<file path="src/rtl/kq_pkg.sv">
// Shared constants, key codes, register indexes and types for the keypad qualifier.
// No dependencies.
package kq_pkg;

  localparam int HOLD_TIME_BITS_DEF = 16;

  localparam int CFG_IDX_W  = 3;
  localparam int CFG_DATA_W = 16;
  localparam int TICK_W     = 8;
  localparam int MS_W       = 16;
  localparam int DEB_W      = 3;
  localparam int KEY_W      = 3;

  localparam logic [CFG_IDX_W-1:0] CFG_TICK_LENGTH    = 3'd0;
  localparam logic [CFG_IDX_W-1:0] CFG_LONG_PRESS     = 3'd1;
  localparam logic [CFG_IDX_W-1:0] CFG_SHORT_PRESS    = 3'd2;
  localparam logic [CFG_IDX_W-1:0] CFG_DEBOUNCE       = 3'd3;

  localparam logic [TICK_W-1:0] TICK_LENGTH_RST = 8'd10;
  localparam logic [MS_W-1:0]   LONG_PRESS_RST  = 16'd700;
  localparam logic [MS_W-1:0]   SHORT_PRESS_RST = 16'd30;
  localparam logic [DEB_W-1:0]  DEBOUNCE_RST    = 3'd3;

  localparam logic [KEY_W-1:0] KEY_NONE = 3'd0;
  localparam logic [KEY_W-1:0] KEY_HOME = 3'd1;
  localparam logic [KEY_W-1:0] KEY_NEXT = 3'd2;
  localparam logic [KEY_W-1:0] KEY_UP   = 3'd3;
  localparam logic [KEY_W-1:0] KEY_DOWN = 3'd4;

  typedef struct packed {
    logic [TICK_W-1:0] tick_length_ms;
    logic [MS_W-1:0]   long_press_ms;
    logic [MS_W-1:0]   short_press_min_ms;
    logic [DEB_W-1:0]  debounce_samples;
  } cfg_t;

  typedef struct packed {
    logic home;
    logic next;
  } a_event_t;

endpackage

</file>
<file path="src/rtl/kq_cfg_regs.sv">
// Configuration register file of the keypad qualifier.
// Depends on kq_pkg.
module kq_cfg_regs import kq_pkg::*; (
  input  logic                  clk,
  input  logic                  rst,
  input  logic                  wr_en,
  input  logic [CFG_IDX_W-1:0]  wr_index,
  input  logic [CFG_DATA_W-1:0] wr_data,
  output cfg_t                  cfg
);

  always_ff @(posedge clk) begin
    if (rst) begin
      cfg.tick_length_ms     <= TICK_LENGTH_RST;
      cfg.long_press_ms      <= LONG_PRESS_RST;
      cfg.short_press_min_ms <= SHORT_PRESS_RST;
      cfg.debounce_samples   <= DEBOUNCE_RST;
    end else if (wr_en) begin
      unique case (wr_index)
        CFG_TICK_LENGTH: cfg.tick_length_ms     <= wr_data[TICK_W-1:0];
        CFG_LONG_PRESS:  cfg.long_press_ms      <= wr_data[MS_W-1:0];
        CFG_SHORT_PRESS: cfg.short_press_min_ms <= wr_data[MS_W-1:0];
        CFG_DEBOUNCE:    cfg.debounce_samples   <= wr_data[DEB_W-1:0];
        default: ;
      endcase
    end
  end

endmodule

</file>
<file path="src/rtl/kq_hold.sv">
// Hold timer of button A: saturating hold time, long press and short release events.
// Depends on kq_pkg.
module kq_hold import kq_pkg::*; #(
  parameter int HOLD_TIME_BITS = HOLD_TIME_BITS_DEF
) (
  input  logic     clk,
  input  logic     rst,
  input  logic     en,
  input  logic     level,
  input  cfg_t     cfg,
  output a_event_t evt
);

  localparam int CMP_W = (HOLD_TIME_BITS > MS_W) ? HOLD_TIME_BITS : MS_W;

  logic [HOLD_TIME_BITS-1:0] hold_time;
  logic [HOLD_TIME_BITS-1:0] hold_time_next;
  logic [HOLD_TIME_BITS:0]   sum;
  logic                      long_fired;
  logic                      pressed;

  assign pressed = !level;
  assign sum = {1'b0, hold_time} + (HOLD_TIME_BITS+1)'(cfg.tick_length_ms);
  assign hold_time_next = sum[HOLD_TIME_BITS] ? '1 : sum[HOLD_TIME_BITS-1:0];

  assign evt.home = pressed && !long_fired &&
                    (CMP_W'(hold_time_next) >= CMP_W'(cfg.long_press_ms));
  assign evt.next = !pressed && !long_fired &&
                    (CMP_W'(hold_time) >= CMP_W'(cfg.short_press_min_ms));

  always_ff @(posedge clk) begin
    if (rst) begin
      hold_time  <= '0;
      long_fired <= 1'b0;
    end else if (en) begin
      if (pressed) begin
        hold_time <= hold_time_next;
        if (evt.home) begin
          long_fired <= 1'b1;
        end
      end else begin
        hold_time  <= '0;
        long_fired <= 1'b0;
      end
    end
  end

endmodule

</file>
<file path="src/rtl/kq_debounce.sv">
// Sample-count debouncer for one active-low button, one shot per press.
// Depends on kq_pkg.
module kq_debounce import kq_pkg::*; (
  input  logic             clk,
  input  logic             rst,
  input  logic             en,
  input  logic             level,
  input  logic [DEB_W-1:0] samples,
  output logic             fire
);

  logic [DEB_W-1:0] sample_count;
  logic [DEB_W-1:0] sample_count_next;
  logic             armed;
  logic             pressed;

  assign pressed           = !level;
  assign sample_count_next = (sample_count < samples) ? sample_count + 3'd1 : sample_count;
  assign fire              = pressed && armed && (sample_count_next >= samples);

  always_ff @(posedge clk) begin
    if (rst) begin
      sample_count <= '0;
      armed        <= 1'b1;
    end else if (en) begin
      if (pressed) begin
        sample_count <= sample_count_next;
        if (fire) begin
          armed <= 1'b0;
        end
      end else begin
        sample_count <= '0;
        armed        <= 1'b1;
      end
    end
  end

endmodule

</file>
<file path="src/rtl/three_button_keypad_qualifier_top.sv">
// Keypad qualifier top level: input register, button A timer, B and C debouncers,
// priority select and result register. Depends on kq_pkg and the kq_* modules.
//
// One poll tick is one input beat and gives exactly one key_code beat. A tick
// can be accepted every clock while in_stall is low; it is held in the input
// register and moves into the result register once that register is empty or
// being taken. A stalled result holds while one more tick waits in the input
// register. Button state advances as a tick moves into the result register.
// The configuration port is always ready; registers are meant to be written
// while no tick is in flight.
module three_button_keypad_qualifier_top import kq_pkg::*; #(
  parameter int HOLD_TIME_BITS = HOLD_TIME_BITS_DEF
) (
  input  logic                  clk,
  input  logic                  rst,
  input  logic                  in_valid,
  output logic                  in_stall,
  input  logic                  level_a,
  input  logic                  level_b,
  input  logic                  level_c,
  output logic                  out_valid,
  input  logic                  out_stall,
  output logic [KEY_W-1:0]      key_code,
  input  logic                  cfg_valid,
  output logic                  cfg_ready,
  input  logic [CFG_IDX_W-1:0]  cfg_index,
  input  logic [CFG_DATA_W-1:0] cfg_data
);

  cfg_t       cfg;
  a_event_t   a_evt;
  logic       s1_valid;
  logic       s1_a;
  logic       s1_b;
  logic       s1_c;
  logic       advance;
  logic       take;
  logic       b_en;
  logic       c_en;
  logic       b_fire;
  logic       c_fire;
  logic [KEY_W-1:0] key_code_next;

  assign cfg_ready = 1'b1;

  kq_cfg_regs u_cfg (
    .clk      (clk),
    .rst      (rst),
    .wr_en    (cfg_valid),
    .wr_index (cfg_index),
    .wr_data  (cfg_data),
    .cfg      (cfg)
  );

  assign advance  = !out_valid || !out_stall;
  assign take     = s1_valid && advance;
  assign in_stall = s1_valid && !advance;

  always_ff @(posedge clk) begin
    if (rst) begin
      s1_valid <= 1'b0;
    end else if (in_valid && !in_stall) begin
      s1_valid <= 1'b1;
    end else if (take) begin
      s1_valid <= 1'b0;
    end
  end

  always_ff @(posedge clk) begin
    if (in_valid && !in_stall) begin
      s1_a <= level_a;
      s1_b <= level_b;
      s1_c <= level_c;
    end
  end

  kq_hold #(
    .HOLD_TIME_BITS (HOLD_TIME_BITS)
  ) u_hold (
    .clk   (clk),
    .rst   (rst),
    .en    (take),
    .level (s1_a),
    .cfg   (cfg),
    .evt   (a_evt)
  );

  // later buttons are not sampled once an earlier one has an event
  assign b_en = take && !a_evt.home && !a_evt.next;
  assign c_en = b_en && !b_fire;

  kq_debounce u_deb_b (
    .clk     (clk),
    .rst     (rst),
    .en      (b_en),
    .level   (s1_b),
    .samples (cfg.debounce_samples),
    .fire    (b_fire)
  );

  kq_debounce u_deb_c (
    .clk     (clk),
    .rst     (rst),
    .en      (c_en),
    .level   (s1_c),
    .samples (cfg.debounce_samples),
    .fire    (c_fire)
  );

  always_comb begin
    if (a_evt.home) begin
      key_code_next = KEY_HOME;
    end else if (a_evt.next) begin
      key_code_next = KEY_NEXT;
    end else if (b_fire) begin
      key_code_next = KEY_UP;
    end else if (c_fire) begin
      key_code_next = KEY_DOWN;
    end else begin
      key_code_next = KEY_NONE;
    end
  end

  always_ff @(posedge clk) begin
    if (rst) begin
      out_valid <= 1'b0;
    end else if (advance) begin
      out_valid <= s1_valid;
    end
  end

  always_ff @(posedge clk) begin
    if (take) begin
      key_code <= key_code_next;
    end
  end

endmodule

</file>
<file path="config.mk">
export PLATFORM = sky130hd
export DESIGN_NAME = three_button_keypad_qualifier_top
export DESIGN_NICKNAME = d
export VERILOG_FILES = /design/src/rtl/kq_pkg.sv /design/src/rtl/kq_cfg_regs.sv /design/src/rtl/kq_hold.sv /design/src/rtl/kq_debounce.sv /design/src/rtl/three_button_keypad_qualifier_top.sv
export SDC_FILE = /design/constraint.sdc
export NUM_CORES = 1
export LEC_CHECK = 0
export BUFFER_PORTS_ARGS = -buffer_cell sky130_fd_sc_hd__buf_2
export CAP_MARGIN = 40
export CORE_MARGIN = 2
export CORE_UTILIZATION = 40
export CTS_BUF_LIST = sky130_fd_sc_hd__clkbuf_8
export DETAILED_ROUTE_END_ITERATION = 7
export PLACE_DENSITY_LB_ADDON = 0.08
export SLEW_MARGIN = 10
export SYNTH_ARGS = -nofsm -noshare
export SYNTH_HDL_FRONTEND = slang
export SYNTH_SLANG_ARGS = --single-unit
</file>
<file path="constraint.sdc">
create_clock -name clk -period 4.45 [get_ports clk]
set_input_delay 0.445 -clock clk [delete_from_list [all_inputs] [get_ports clk]]
set_output_delay 0.445 -clock clk [all_outputs]
set_load 0.01 [all_outputs]
</file>
==> results of run 1 <==
-- state kept, by name (all words and copies together), names as in the netlist --
register,flops
s1_c,1
u_hold.long_fired,1
key_code,3
u_deb_c.armed,1
u_deb_b.sample_count,3
s1_valid,1
u_deb_c.sample_count,3
u_deb_b.armed,1
out_valid,1
u_hold.hold_time,16
s1_b,1
s1_a,1
u_cfg.cfg,43
-- cells by family after synthesis --
family	share of synthesized area [%]
and+or+nand+nor	17.0
AOI/OAI and AO/OA	21.2
DFF	35.5
buffers and inverters	5.25
adders and majority gates	15.1
muxes	3.68
xor gates and xnor gates	2.16
other	0.0842
-- layout by cell type (no fill, tap or decap), drive strengths merged, types with 7 or more instances in the layout --
cell type | Yosys | routed
a31oi | 9 | 9
nor2 | 27 | 27
ha | 52 | 52
nand2 | 87 | 87
mux2i | 13 | 13
o211ai | 12 | 12
nand2b | 10 | 10
clkbuf | 12 | 11
o21ai | 18 | 18
xnor2 | 8 | 8
dfxtp | 70 | 70
a21o | 11 | 11
a21oi | 47 | 47
and2 | 7 | 7
a22o | 9 | 9
and3 | 7 | 7
buf | 4 | 35
inv | 40 | 41
-- per-stage QoR --
stage	cells	utilization, %	cell area [um^2]
floorplan	518	-	4450
global route	693	45.8	4970
CTS	693	45.8	4960
global placement	676	43.6	4730
finish	693	45.8	4970
detailed placement	677	43.7	4730
-- power groups by stage --
stage          logic (mW)  clock network [mW]  registers, mW
2_1_floorplan      0.0842                   0          0.730
3_3_place_gp        0.124                   0          0.732
3_5_place_dp        0.126                   0          0.732
4_1_cts             0.127               0.620          0.716
5_1_grt             0.144               0.651          0.718
6_report            0.126               0.605          0.716
-- area by class of cell --
class	count	share of cell area, %
multi-input combinational	385	53.2
sequential	76	31.8
timing repair buffer	35	3.73
tap	140	3.53
inverter	41	3.10
clock buffer	11	3.05
clock inverter	5	1.54
-- routing by layer --
layer / up-vias / part of all wire (%)
li1: 1901 / -
met1: 1714 / 51
met2: 62 / 44
met3: 14 / 3.7
met4: 0 / 1.3
met5: - / 0
-- Yosys cell counts, drive strengths merged (2+ instances only) --
cell / count / area, um^2
a211o: 3 / 26.3
edfxtp: 6 / 180
a311oi: 2 / 17.5
xnor2: 8 / 70.1
o21a: 4 / 30.0
o211a: 2 / 20.0
nand2: 87 / 327
nand4: 4 / 25.0
o41ai: 2 / 17.5
nand2b: 10 / 70.1
o311ai: 3 / 26.3
nor3: 6 / 35.0
nor4b: 2 / 17.5
clkbuf: 12 / 45.0
ha: 52 / 651
a221oi: 2 / 17.5
buf: 4 / 35.0
xor2: 3 / 26.3
dfxtp: 70 / 1400
a21o: 11 / 85.1
mux2i: 13 / 130
and3: 7 / 43.8
a21oi: 47 / 239
o211ai: 12 / 90.1
mux2: 3 / 33.8
a22o: 9 / 78.8
nor2b: 3 / 18.8
inv: 40 / 150
or4: 2 / 15.0
a211oi: 4 / 30.0
a31oi: 9 / 71.3
nand3: 6 / 30.0
o21ai: 18 / 90.1
and2: 7 / 43.8
nor2: 27 / 101
-- worst max-delay path, delay by kind of cell, from the launching register on --
family          cells  cell delay (ps)
flops               1              320
fa+ha+maj           3              900
compound gates      6             1770
simple gates        5             1170
-- worst paths after layout --
kind | to | slack, ps | cells past startpoint
worst min register to register | u_cfg.cfg[10] | 460 | 2
worst min-delay path | s1_c | 260 | 1
worst max register to register | u_deb_c.sample_count[0] | 200 | 14
worst max-delay path | u_deb_c.sample_count[0] | 200 | 14
==> metrics.yaml, run 1 <==
yosys:
  syn_inst: 518
  avgSynthCellArea_um2: 8.60
  yosys_register_bits: 76
  synthArstFlopShare_pct: 0
  synth-edff-count: 6
  synth_warnings: 0
  syn-num-nets: 598
  synth.distinct_cells: 62
  yosysSeqAreaShare_pct: 35.5
  synth_area_mm2: 0.00445
  ys.flop_type: "dfxtp_1"
pwr:
  vdd_ir_drop_max_v: 0.000164
  pwr-share-clk_pct: 41.8
  p_int_mw: 1.10
  pwr-share-comb_pct: 8.7
  pwr_density_cell_mw_per_mm2: 291
  power_frac_seq_pct: 49.5
  p_sw_mw: 0.349
  switching_share_pct: 24.1
  power.total_mw: 1.45
  leakage_nw: 2.23
run_status:
  status: "finished, final reports clean"
setup_path:
  start_kind: "flop"
  worst_setup_path_end_kind: "flop"
  crit_slowest_cell: "or4_1"
  crit_type: "flop to flop"
  crit_path_frequent_cell: "ha_1"
  slowest_delay_ps: 520
  r2r_start: "u_cfg.cfg[35]"
  crit_fanout: 8
  required_ps: 4700
  crit_path_cell_trace: "ha_1 > fa_1 > a211o_1 > and2_1 > o211a_2 > and3_1 > nor2_1 > ha_1 > nand2b_4 > a2111o_1 > a31oi_4 > a21oi_2 > or4_1 > a32o_1"
  crit_arrival_ps: 4510
  crit_path_start: "u_cfg.cfg[35]"
sta:
  worst_slew_pin_slew_ps: 859
  rsz0062_at_grt: "false"
  hold_slack_ps: 256
  fin_crit_ps: 4250
  fmax_mhz: 235
  worst_slack_ps: 196
  setup_tns_ps: 0
  timing.final.crit_share_pct: 95.6
  maxSlewViolCount: 0
  hold_viol_final: 0
  skew_ps: 9.31
  setup_violations: 0
  relSlewSlack_pct: 42.7
global_route:
  grt_pass1_wl_um: 17900
  busiest_layer: "met2"
  grt_use_met3_pct: 3.62
  grt_pass1_vias: 3588
  grt_overflow: 0
  antenna_found_initial: 0
  track_usage_pct: 19.5
  grt_max_degree: 41
  met2_usage_pct: 30.4
  grtUsageMet1_pct: 27.0
cells_and_area:
  nNetsFinal: 628
  nFillCells: 1111
  antennaDiodeCount: 0
  drive_above_1_share_pct: 11.6
  multi_input_area_mm2: 0.00264
  register_area_mm2: 0.00158
  syn2layout_area_growth_pct: 11.5
drt:
  postRouteAntennaNets: 0
  wl_per_cell_um: 15.2
  drc: 0
  drt_wl_total_um: 10500
  drt_iter0_drc: 224
  dr_total_vias: 3691
  via_per_inst: 5.33
  firstDrtPassIters: 4
die:
  fp.dieH_um: 110
  core_mm2: 0.0108
  io_pins: 33
  die_w_um: 110
  num_rows: 38
  die_area_mm2: 0.0120
  start_util_pct: 41.1
cts:
  ctsResizeCount: 0
  cts_buffers: 9
  post_cts_buffers: 0
  cts_tree: "done"
  cts.sinks: 76
  clock_tree.buffer_depth: 2
  root_buffer: "clkbuf_8"
  htreeDepth: 3
  clock_latency_ps: 360
  path_clk_slew_ps: 80
  cts-hold-fix-buffers: 0
placement:
  post-place-ws_ps: 203
  port_buffers: 31
  dpl.hpwl_um: 7940
  gp_congestion: 0.827
job:
  cap_violations: 0
hold_path:
  min_path_type: "primary input to flop"
  hold_start: "level_c"
(Power assumes the default switching activity.)
==> run 2: changes to the inputs <==
--- a/config.mk
+++ b/config.mk
@@ -6,7 +6,7 @@
 export NUM_CORES = 1
 export LEC_CHECK = 0
 export BUFFER_PORTS_ARGS = -buffer_cell sky130_fd_sc_hd__buf_2
-export CAP_MARGIN = 40
+export CAP_MARGIN = 20
 export CORE_MARGIN = 2
 export CORE_UTILIZATION = 40
 export CTS_BUF_LIST = sky130_fd_sc_hd__clkbuf_8
==> constraint.sdc (replaced) <==
create_clock -name clk -period 4.45 [get_ports clk]
set_input_delay 0.2225 -clock clk [delete_from_list [all_inputs] [get_ports clk]]
set_output_delay 0.2225 -clock clk [all_outputs]
set_load 0.01 [all_outputs]
==> run 2 against run 1 <==
Via count decreased by 0.60%. Wire length down 0.95%. Critical path depth unchanged. Sequential share of layout area rose by 0.50 points. Highest routed layer unchanged. Register-to-register slack got worse by 20 ps. Maximum frequency decreased by 0.48%. Largest cell class unchanged.
==> metrics.yaml, run 2 (same netlist as run 1, synthesis figures left out) <==
cells_and_area:
  finalNonFillerCells: 692  # was 693
  nNetsFinal: 627  # was 628
  final_cell_mix: "nand2_1 (87), dfxtp_1 (70), ha_1 (52), a21oi_1 (46), inv_1 (41)"  # unchanged
  nFillCells: 1118  # was 1,111
  regMostFlops: "u_cfg.cfg"  # unchanged
  antennaDiodeCount: 0  # unchanged
  largest_reg_flops: 43  # unchanged
  reg_top3: "u_cfg.cfg (43), u_hold.hold_time (16)"  # unchanged
  drive_above_1_share_pct: 11.2  # was 11.6%
  finalInstanceArea_mm2: 0.00489  # was 0.00497 mm^2
  syn2layout_area_growth_pct: 9.81  # was 11.5%
  utilization_pct: 45.1  # was 45.8%
  mostFrequentLayoutCell: "nand2_1"  # unchanged
setup_path:
  required_ps: 4710  # was 4700 ps
  worst_setup_path_end_kind: "flop"  # unchanged
  r2r_start: "u_cfg.cfg[35]"  # unchanged
  crit_arrival_ps: 4540  # was 4510 ps
  r2r_end: "u_deb_c.sample_count[0]"  # unchanged
  start_kind: "flop"  # unchanged
  r2r_slack_ps: 180  # was 200 ps
  reg2reg_depth: 14  # unchanged
  crit_fanout: 8  # unchanged
  crit_type: "flop to flop"  # unchanged
sta:
  fmax_mhz: 234  # was 235 MHz
  timing.final.crit_share_pct: 96.0  # was 95.6%
  rsz0062_at_grt: "false"  # unchanged
  hold_slack_ps: 32.3  # was 256 ps
  worst_slew_pin_slew_ps: 1010  # was 859 ps
  setup_tns_ps: 0  # unchanged
  relSlewSlack_pct: 32.3  # was 42.7%
  worst_slack_ps: 176  # was 196 ps
  skew_ps: 10.4  # was 9.31 ps
  maxSlewViolCount: 0  # unchanged
  setup_violations: 0  # unchanged
  hold_viol_final: 0  # unchanged
  fin_crit_ps: 4270  # was 4250 ps
hold_path:
  worstHoldEndpoint: "s1_c"  # unchanged
  min_path_type: "primary input to flop"  # unchanged
  hold_depth: 1  # unchanged
  hold_start: "level_c"  # unchanged
placement:
  post-place-ws_ps: 192  # was 203 ps
  gp_congestion: 0.827  # unchanged
  dpl.hpwl_um: 7920  # was 7940 um
  placed_cell_area_mm2: 0.00473  # about the same
  port_buffers: 31  # unchanged
  dp_cells: 676  # was 677
cts:
  cts-hold-fix-buffers: 0  # unchanged
  ctsResizeCount: 0  # unchanged
  post_cts_buffers: 0  # unchanged
  clock_tree.buffer_depth: 2  # unchanged
  cts_tree: "done"  # unchanged
  clock_latency_ps: 370  # was 360 ps
  htreeDepth: 3  # unchanged
  root_buffer: "clkbuf_8"  # unchanged
  cts_buffers: 9  # unchanged
  cts.sinks: 76  # unchanged
  path_clk_slew_ps: 80  # about the same
job:
  cap_violations: 0  # unchanged
die:
  num_rows: 38  # unchanged
  core_mm2: 0.0108  # unchanged
  io_pins: 33  # unchanged
  die_w_um: 110  # unchanged
  fp.dieH_um: 110  # unchanged
  die_area_mm2: 0.0120  # unchanged
  start_util_pct: 41.1  # unchanged
drt:
  drc: 0  # unchanged
  drt_iter0_drc: 215  # was 224
  postRouteAntennaNets: 0  # unchanged
  via_per_inst: 5.30  # was 5.33
  drt_wl_total_um: 10400  # was 10,500 um
  firstDrtPassIters: 4  # unchanged
  dr_total_vias: 3669  # was 3,691
  wl_per_cell_um: 15.1  # was 15.2 um
global_route:
  antenna_found_initial: 0  # unchanged
  track_usage_pct: 19.4  # was 19.5%
  grt_max_degree: 41  # unchanged
  grt_pass1_wl_um: 17900  # about the same
  grt_pass1_vias: 3551  # was 3,588
  grt_overflow: 0  # unchanged
pwr:
  vdd_ir_drop_max_v: 0.000140  # was 0.000164 V
  pwr_density_cell_mw_per_mm2: 264  # was 291 mW/mm^2
  power.total_mw: 1.29  # was 1.45 mW
  leakage_nw: 2.20  # was 2.23 nW
run_status:
  status: "finished, final reports clean"  # unchanged
-- run 2: cell count changes in the layout (fill, tap and decap cells not counted) --
cell and delta:
buf_4 -1, bufinv_16 -2, clkbuf_8 -2, clkinv_1 +1, clkinv_2 +3
-- run 2: worst max path at each step --
stage | end | slack (ps) | from
floorplan | u_deb_c.sample_count[0] | 510 | u_cfg.cfg[35]
global placement | u_deb_c.sample_count[0] | 300 | u_cfg.cfg[35]
detailed placement | u_deb_c.sample_count[0] | 190 | u_cfg.cfg[35]
CTS | u_deb_c.sample_count[0] | 170 | u_cfg.cfg[35]
global route | u_deb_c.sample_count[0] | 20 | u_cfg.cfg[35]
finish | u_deb_c.sample_count[0] | 180 | u_cfg.cfg[35]
-- run 2: where the power goes --
| group | switching (mW) | internal, mW |
|---|---|---|
| Combinational | 0.0764 | 0.0485 |
| Clock | 0.255 | 0.194 |
| Sequential | 0.0107 | 0.705 |
| Total | 0.343 | 0.948 |
-- run 2: per-layer routing --
metal  routed length [um]  GRT usage (%)
met5                    0              0
met3                  429           3.44
met2                 4500           29.6
met1                 5350           27.6
met4                  164           6.60
-- run 2: cell type report --
cell class	instances	area, um^2	share of cell area (%)
Timing Repair Buffer	34	178	3.63
Inverter	41	154	3.15
Clock inverter	7	35.0	0.716
Sequential cell	76	1580	32.3
Clock buffer	9	124	2.53
Multi-Input combinational cell	385	2640	54.0
Tap cell	140	175	3.58
-- run 2: worst max-delay path, cell delays in order, from the launching register on --
cell,delay (ps)
dfxtp_1,320
ha_1,230
fa_1,430
a211o_1,320
and2_1,180
o211a_2,340
and3_1,220
nor2_1,130
ha_1,240
nand2b_4,130
a2111o_1,460
a31oi_4,220
a21oi_2,150
or4_1,520
a32o_1,260
==> run 3: changes to the inputs <==
--- a/config.mk
+++ b/config.mk
@@ -7,6 +7,7 @@
 export LEC_CHECK = 0
 export BUFFER_PORTS_ARGS = -buffer_cell sky130_fd_sc_hd__buf_2
 export CAP_MARGIN = 20
+export CORE_ASPECT_RATIO = 1.25
 export CORE_MARGIN = 2
 export CORE_UTILIZATION = 40
 export CTS_BUF_LIST = sky130_fd_sc_hd__clkbuf_8
==> run 3 against run 2 <==
Sequential share of layout area decreased by 0.76 points. First-iteration DRC count unchanged. Worst hold slack got worse by 2.0 ps. Wire length increased by 7.7%. Die area about the same. Global-route usage increased by 0.18 points. Total power increased by 21%. Sequential power about the same. Non-clock buffer count increased by 1. Via count increased by 0.98%. Critical path type unchanged.
==> metrics.yaml, run 3 (same netlist as run 1, synthesis figures left out) <==
cells_and_area:
  antennaDiodeCount: 0  # unchanged
  drive_above_1_share_pct: 11.6  # was 11.2%
  syn2layout_area_growth_pct: 12.4  # was 9.81%
  final_cell_mix: "nand2_1 (87), dfxtp_1 (70), ha_1 (52), a21oi_1 (46), inv_1 (40)"  # was nand2_1 (87), dfxtp_1 (70), ha_1 (52), a21oi_1 (46), inv_1 (41)
  nFillCells: 1139  # was 1,118
  mostFrequentLayoutCell: "nand2_1"  # unchanged
  largest_reg_flops: 43  # unchanged
  regMostFlops: "u_cfg.cfg"  # unchanged
  utilization_pct: 45.6  # was 45.1%
  nNetsFinal: 628  # was 627
  reg_top3: "u_cfg.cfg (43), u_hold.hold_time (16)"  # unchanged
drt:
  via_per_inst: 5.39  # was 5.30
  drc: 0  # unchanged
  wl_per_cell_um: 16.4  # was 15.1 um
  postRouteAntennaNets: 0  # unchanged
  firstDrtPassIters: 4  # unchanged
  drt_wl_total_um: 11300  # was 10,400 um
  drt_iter0_drc: 215  # unchanged
  dr_total_vias: 3705  # was 3,669
run_status:
  status: "finished, final reports clean"  # unchanged
sta:
  fin_crit_ps: 4180  # was 4270 ps
  maxSlewViolCount: 0  # unchanged
  fmax_mhz: 239  # was 234 MHz
  hold_viol_final: 0  # unchanged
  rsz0062_at_grt: "false"  # unchanged
  relSlewSlack_pct: 34.5  # was 32.3%
  hold_slack_ps: 30.3  # was 32.3 ps
  worst_slew_pin_slew_ps: 977  # was 1010 ps
  skew_ps: 9.94  # was 10.4 ps
  setup_tns_ps: 0  # unchanged
  setup_violations: 0  # unchanged
  timing.final.crit_share_pct: 94.0  # was 96.0%
cts:
  htreeDepth: 3  # unchanged
  clock_tree.buffer_depth: 2  # unchanged
  path_clk_slew_ps: 80  # about the same
  cts_buffers: 9  # unchanged
  ctsResizeCount: 0  # unchanged
  post_cts_buffers: 0  # unchanged
  cts_tree: "done"  # unchanged
  cts-hold-fix-buffers: 0  # unchanged
  root_buffer: "clkbuf_8"  # unchanged
  clock_latency_ps: 360  # was 370 ps
  cts.sinks: 76  # unchanged
setup_path:
  crit_path_start: "u_cfg.cfg[35]"  # unchanged
  worst_setup_path_end_kind: "flop"  # unchanged
  crit_arrival_ps: 4440  # was 4540 ps
  crit_fanout: 8  # unchanged
  r2r_start: "u_cfg.cfg[35]"  # unchanged
  crit_type: "flop to flop"  # unchanged
  required_ps: 4700  # was 4710 ps
  start_kind: "flop"  # unchanged
pwr:
  leakage_nw: 2.27  # was 2.20 nW
  pwr_density_cell_mw_per_mm2: 312  # was 264 mW/mm^2
  vdd_ir_drop_max_v: 0.000119  # was 0.000140 V
  power.total_mw: 1.56  # was 1.29 mW
hold_path:
  min_path_type: "primary input to flop"  # unchanged
  hold_start: "level_a"  # was level_c
die:
  fp.dieH_um: 122  # was 110 um
  core_mm2: 0.0110  # was 0.0108 mm^2
  num_rows: 43  # was 38
  die_w_um: 98.4  # was 110 um
  start_util_pct: 40.6  # was 41.1%
  io_pins: 33  # unchanged
  die_area_mm2: 0.0120  # about the same
global_route:
  grt_pass1_vias: 3662  # was 3,551
  grt_pass1_wl_um: 18200  # was 17,900 um
  grt_max_degree: 41  # unchanged
  track_usage_pct: 19.6  # was 19.4%
  grt_overflow: 0  # unchanged
  antenna_found_initial: 0  # unchanged
job:
  cap_violations: 0  # unchanged
placement:
  dpl.hpwl_um: 8230  # was 7920 um
  port_buffers: 31  # unchanged
  gp_congestion: 0.800  # was 0.827
## run 3: changes by cell type in the layout (fill, tap and decap cells not counted), sizes merged
cell,change
clkinvlp,+1
clkinv,-5
inv,-1
buf,+1
clkbuf,+1
bufinv,+4
## run 3: area by class of cell
class	count	area [um^2]	area share (%)
Sequential cell	76	1580	31.6
Inverter	41	154	3.07
Multi-Input combinational cell	385	2650	52.8
Timing Repair Buffer	35	185	3.70
Clock inverter	6	135	2.70
Tap cell	135	169	3.37
Clock buffer	10	138	2.75
## run 3: path summary, 6_finish.rpt
kind,end,slack [ps],cells past startpoint
hold reg to reg,u_cfg.cfg[13],460,2
setup reg to reg,u_deb_c.sample_count[0],270,14
hold / removal,s1_a,30,1
setup / recovery,u_deb_c.sample_count[0],270,14
## run 3: per-layer routing
layer,vias up,GRT usage (%),wire (um)
li1,1905,-,-
met1,1726,24.0,5020
met2,63,34.9,5710
met3,11,2.41,347
met4,0,7.88,176
met5,-,0,0
## run 3: critical path, stage by stage, from the launching register on
cell	delay (ps)
dfxtp_1	320
ha_1	220
fa_1	420
a211o_1	320
and2_1	190
o211a_4	300
and3_1	190
nor2_1	140
ha_1	250
nand2b_4	130
a2111o_1	440
a31oi_4	210
a21oi_2	140
or4_1	540
a32o_1	270
## run 3: where the power goes
| group | internal [mW] | switching, mW |
|---|---|---|
| clock network | 0.444 | 0.275 |
| registers | 0.705 | 0.0110 |
| logic | 0.0489 | 0.0782 |
## run 3: through the flow
step	cells	setup WS [ps]	cell area [um^2]
2_1_floorplan	518	512	4450
3_3_place_gp	672	320	4730
3_5_place_dp	672	232	4730
4_1_cts	688	216	5000
5_1_grt	688	48.2	5010
6_report	688	266	5010
